[src/rtl/swm_pkg.sv]
// shared types and constants for the sliding window median filter
`default_nettype none
package swm_pkg;

    localparam int CFG_W = 7;
    localparam logic [CFG_W-1:0] LEN_RESET = 7'd3;

    typedef struct packed {
        logic clr;
        logic upd;
        logic rem;
    } cell_ctrl_t;

    typedef struct packed {
        logic cv;
        logic le;
    } cell_link_t;

endpackage
`default_nettype wire

[src/rtl/swm_cell.sv]
// one compare and shift cell of the sorted window chain
`default_nettype none
module swm_cell #(
    parameter int KEY_W = 32
) (
    input  wire logic                  aclk,
    input  wire logic                  aresetn,
    input  wire swm_pkg::cell_ctrl_t   ctrl,
    input  wire logic [KEY_W-1:0]      new_key,
    input  wire logic [KEY_W-1:0]      rem_key,
    input  wire logic [KEY_W-1:0]      below_ck,
    input  wire swm_pkg::cell_link_t   below,
    input  wire logic [KEY_W-1:0]      above_key,
    input  wire logic                  above_valid,
    output logic      [KEY_W-1:0]      key,
    output logic                       valid,
    output logic      [KEY_W-1:0]      ck,
    output swm_pkg::cell_link_t        link
);
    import swm_pkg::*;

    logic [KEY_W-1:0] key_reg, key_next;
    logic             valid_reg, valid_next;
    logic             shift;
    logic [KEY_W-1:0] ck_w;
    cell_link_t       link_w;

    // compacted view after the oldest entry is taken out
    assign shift     = ctrl.rem && valid_reg && (key_reg >= rem_key);
    assign ck_w      = shift ? above_key : key_reg;
    assign link_w.cv = ctrl.rem ? above_valid : valid_reg;
    assign link_w.le = link_w.cv && (ck_w <= new_key);

    always_comb begin
        key_next   = key_reg;
        valid_next = valid_reg;
        if (ctrl.upd) begin
            if (link_w.le) begin
                key_next = ck_w;
            end else if (below.le) begin
                key_next = new_key;
            end else begin
                key_next = below_ck;
            end
            valid_next = link_w.cv || below.cv;
        end
    end

    always_ff @(posedge aclk) begin
        if (!aresetn) begin
            valid_reg <= 1'b0;
        end else if (ctrl.clr) begin
            valid_reg <= 1'b0;
        end else begin
            valid_reg <= valid_next;
        end
    end

    always_ff @(posedge aclk) begin
        key_reg <= key_next;
    end

    assign key   = key_reg;
    assign valid = valid_reg;
    assign ck    = ck_w;
    assign link  = link_w;

endmodule
`default_nettype wire

[config.mk]
export PLATFORM = sky130hd
export DESIGN_NAME = swm_cell
export DESIGN_NICKNAME = d
export VERILOG_FILES = /design/src/rtl/swm_pkg.sv /design/src/rtl/swm_cell.sv
export SDC_FILE = /design/constraint.sdc
export NUM_CORES = 1
export LEC_CHECK = 0
export ABC_AREA = 1
export BUFFER_PORTS_ARGS = -buffer_cell sky130_fd_sc_hd__buf_2
export CAP_MARGIN = 10
export CORE_UTILIZATION = 44
export CTS_CLUSTER_DIAMETER = 150
export DETAILED_ROUTE_END_ITERATION = 8
export PLACE_DENSITY_LB_ADDON = 0.25
export SYNTH_ARGS = -nofsm -noshare
export SYNTH_HDL_FRONTEND = slang
export SYNTH_SLANG_ARGS = --single-unit
[constraint.sdc]
create_clock -name aclk -period 3.87 [get_ports aclk]
set_clock_uncertainty 0.05 [all_clocks]
set_input_delay 0.774 -clock aclk [delete_from_list [all_inputs] [get_ports aclk]]
set_output_delay 0.774 -clock aclk [all_outputs]
set_load 0.01 [all_outputs]
==> reports/results.ini <==
[placed_design]
hpwl_mm = 11.3
gp_congestion = 0.921
dpl_cell_area_sq_um = 6270
port_buffers = 202
pre_cts_slack_ns = -0.653

[yosys]
syn_inst = 596
synth_fa_ha_area_share_pct = 18.0
netlist_area_sq_um = 4440
synth_top_flop_cell = edfxtp_1
avgSynthCellArea_sq_um = 7.45
muxShareOfSynthArea_pct = 0.254
synth_seq_cells = 33
synth_warnings = 0
ys_types = 31
ys_async_sr_fraction_pct = 0
synth_xor_area_share_pct = 0
ys_seq_area_share_pct = 22.1
yosys.area_share.simple_pct = 39.3
synth_edf_count = 32
synth_top_family_by_area = simple AND/OR/NAND/NOR gates
syn_nets = 796
synth_compound_area_share_pct = 9.19

[route]
dr.pass1.iters = 4
ant_nets = 0
dr.first_iter.drc_count = 165
wire_per_inst_um = 15.3
finalWirelength_mm = 15.4
via_per_inst = 4.98
dr_total_vias = 5033
remaining_drc_errors = 0

[run]
cap_violations = 0

[power_and_ir_drop]
power.density_nw_per_um2 = 283
irDropWorstVdd_mv = 0.152
power_leakage_nw = 3.66
combPwrFrac_pct = 61.1
seq_power_share_pct = 24.6
internal_power_mw = 1.17
switching_share_pct = 40.5
clock_power_share_pct = 14.3
netSwitchingPower_uw = 800

[clocking]
cts_buffer_depth = 2
cts_made_buffers = 5
cts_tree = yes
ctsHtreeMaxLevel = 2
clk_pin_slew_ns = 0.07
cts_root_buf = clkbuf_8
insertion_delay_ns = 0.28
clock-sinks = 33
cts_hold_buffers = 0

[sta]
final-setup-viol-count = 9
rsz0062_at_grt = true
hold_violations = 0
max-slew-margin-rel_pct = 42.8
layout_setup_ws_ns = -0.459
tightest_slew_ns = 0.857
layout_min_cycle_time_ns = 4.33
fmax_mhz = 231
fin_worst_hold_slack_ns = 0.566
finalCritPeriodShare_pct = 112
maxSlewViolCount = 0

[floorplan]
core-area_sq_um = 9770
initial_core_util_pct = 45.4
die_area_sq_um = 10500
die_y_um = 102
ios = 203
fp-row-count = 36
die_x_um = 102

[grt]
track_usage_pct = 27.8
grt-ovfl-total = 0
grt_pass1_vias = 4983
grt_pass1_wl_mm = 22.5
antenna_found_initial = 1
grt_max_degree = 35

[worst_setup_path]
start_kind = input port
cp_data_arrival_time_ns = 3.50
criticalPathCategory = input port to output port
path_max_fanout = 12
worst_setup_path_end_kind = output port
crit_required_ns = 3.05

[layout]
largest_register_ffs = 32
finalInstanceArea_sq_um = 6960
final_util_pct = 71.2
drive_gt1_share_pct = 57.8
fin_nets = 1076
areaGrowthSynthToFinish_pct = 56.8

[run_status]
outcome = complete, but fails checks
violations = negative setup slack

[worst_hold_path]
hp-class = flip-flop to flip-flop

-- repair_timing --
item	in CTS	in global routing
pin swaps	43	18
cloned	1	3
gates resized for setup	44	46
setup buffers	4	7
setup endpoints to repair	33	33
-- per-stage QoR --
stage	instances	power (mW)	setup TNS, ns
6_report	1011	1.97	-3.07
5_1_grt	1011	2.11	-8.80
4_1_cts	1001	1.86	-1.91
3_5_place_dp	989	1.52	-16.47
3_3_place_gp	989	1.49	-14.38
2_1_floorplan	596	1.08	-0.142
-- layer usage --
| metal | track usage (%) | routed length, um |
|---|---|---|
| met1 | 33.0 | 6210 |
| met2 | 51.2 | 7910 |
| met3 | 2.80 | 938 |
| met4 | 11.0 | 392 |
| met5 | 0 | 0 |
-- cells in the mapped netlist (6+ instances only) --
cell type / number / share of area [%]
nand3_1: 33 / 3.7
inv_1: 81 / 6.8
ha_1: 64 / 18
nand2_2: 92 / 13
nor2_1: 45 / 3.8
buf_4: 6 / 1.0
nand2_1: 102 / 8.6
clkbuf_1: 10 / 0.85
o21ai_0: 6 / 0.68
a21oi_1: 61 / 6.9
edfxtp_1: 32 / 22
nand2_4: 32 / 8.1
-- power groups by stage --
stage / Clock (mW) / Combinational, mW / Sequential [mW]
after CTS: 0.286 / 1.09 / 0.483
after global routing: 0.295 / 1.32 / 0.490
after detailed placement: 0 / 1.03 / 0.488
after floorplan: 0 / 0.552 / 0.531
final: 0.282 / 1.21 / 0.485
after global placement: 0 / 1.00 / 0.486
-- area by class of cell --
cell class | count | area, sq um
tap | 133 | 166
clock buffer | 8 | 90.1
sequential | 33 | 981
multi-input combinational | 458 | 3430
fill | 784 | 2810
antenna | 1 | 2.50
inverter | 83 | 329
timing repair buffer | 295 | 1960
-- path summary, 6_finish.rpt --
path	startpoint	endpoint	cells past startpoint	slack, ns
max	rem_key[11]	link[0]	24	-0.46
min reg2reg	valid	valid	2	0.57
min	valid	valid	2	0.57
max reg2reg	key[3]	key[5]	31	-0.22
-- critical path: stages --
cell and delay [ns]:
buf_2 0.11, inv_1 0.09, ha_4 0.23, a21oi_2 0.18, o21ai_1 0.11, a21oi_2 0.15
nand2_2 0.08, nand2_2 0.07, nand2_4 0.08, buf_6 0.13, buf_12 0.14, nand3_1 0.09
nand2_2 0.09, ha_4 0.28, nand2_1 0.05, o21ai_0 0.17, nand2_1 0.07, a21oi_1 0.15
nor2_1 0.05, nand2_1 0.07, nand2_2 0.07, nand2_4 0.10, inv_8 0.04, buf_6 0.11
-- kinds of logic after synthesis --
group                      after synthesis
and+or+nand+nor                        315
buffers and inverters                  105
AOI/OAI and AO/OA                       78
adders and majority gates               64
DFF                                     33
muxes                                    1
-- placed cells by master (no fill, tap or decap), types with 10 or more instances in the layout --
cell and instances:
inv_2 10, nor2_1 39, buf_4 74, ha_4 22, buf_2 195, edfxtp_1 32, a21oi_1 54, nand2_4 44
ha_1 42, nand2_1 85, buf_6 13, inv_1 68, nand3_1 26, nand2_2 97
Note: power is estimated with default switching activity, not from simulation.
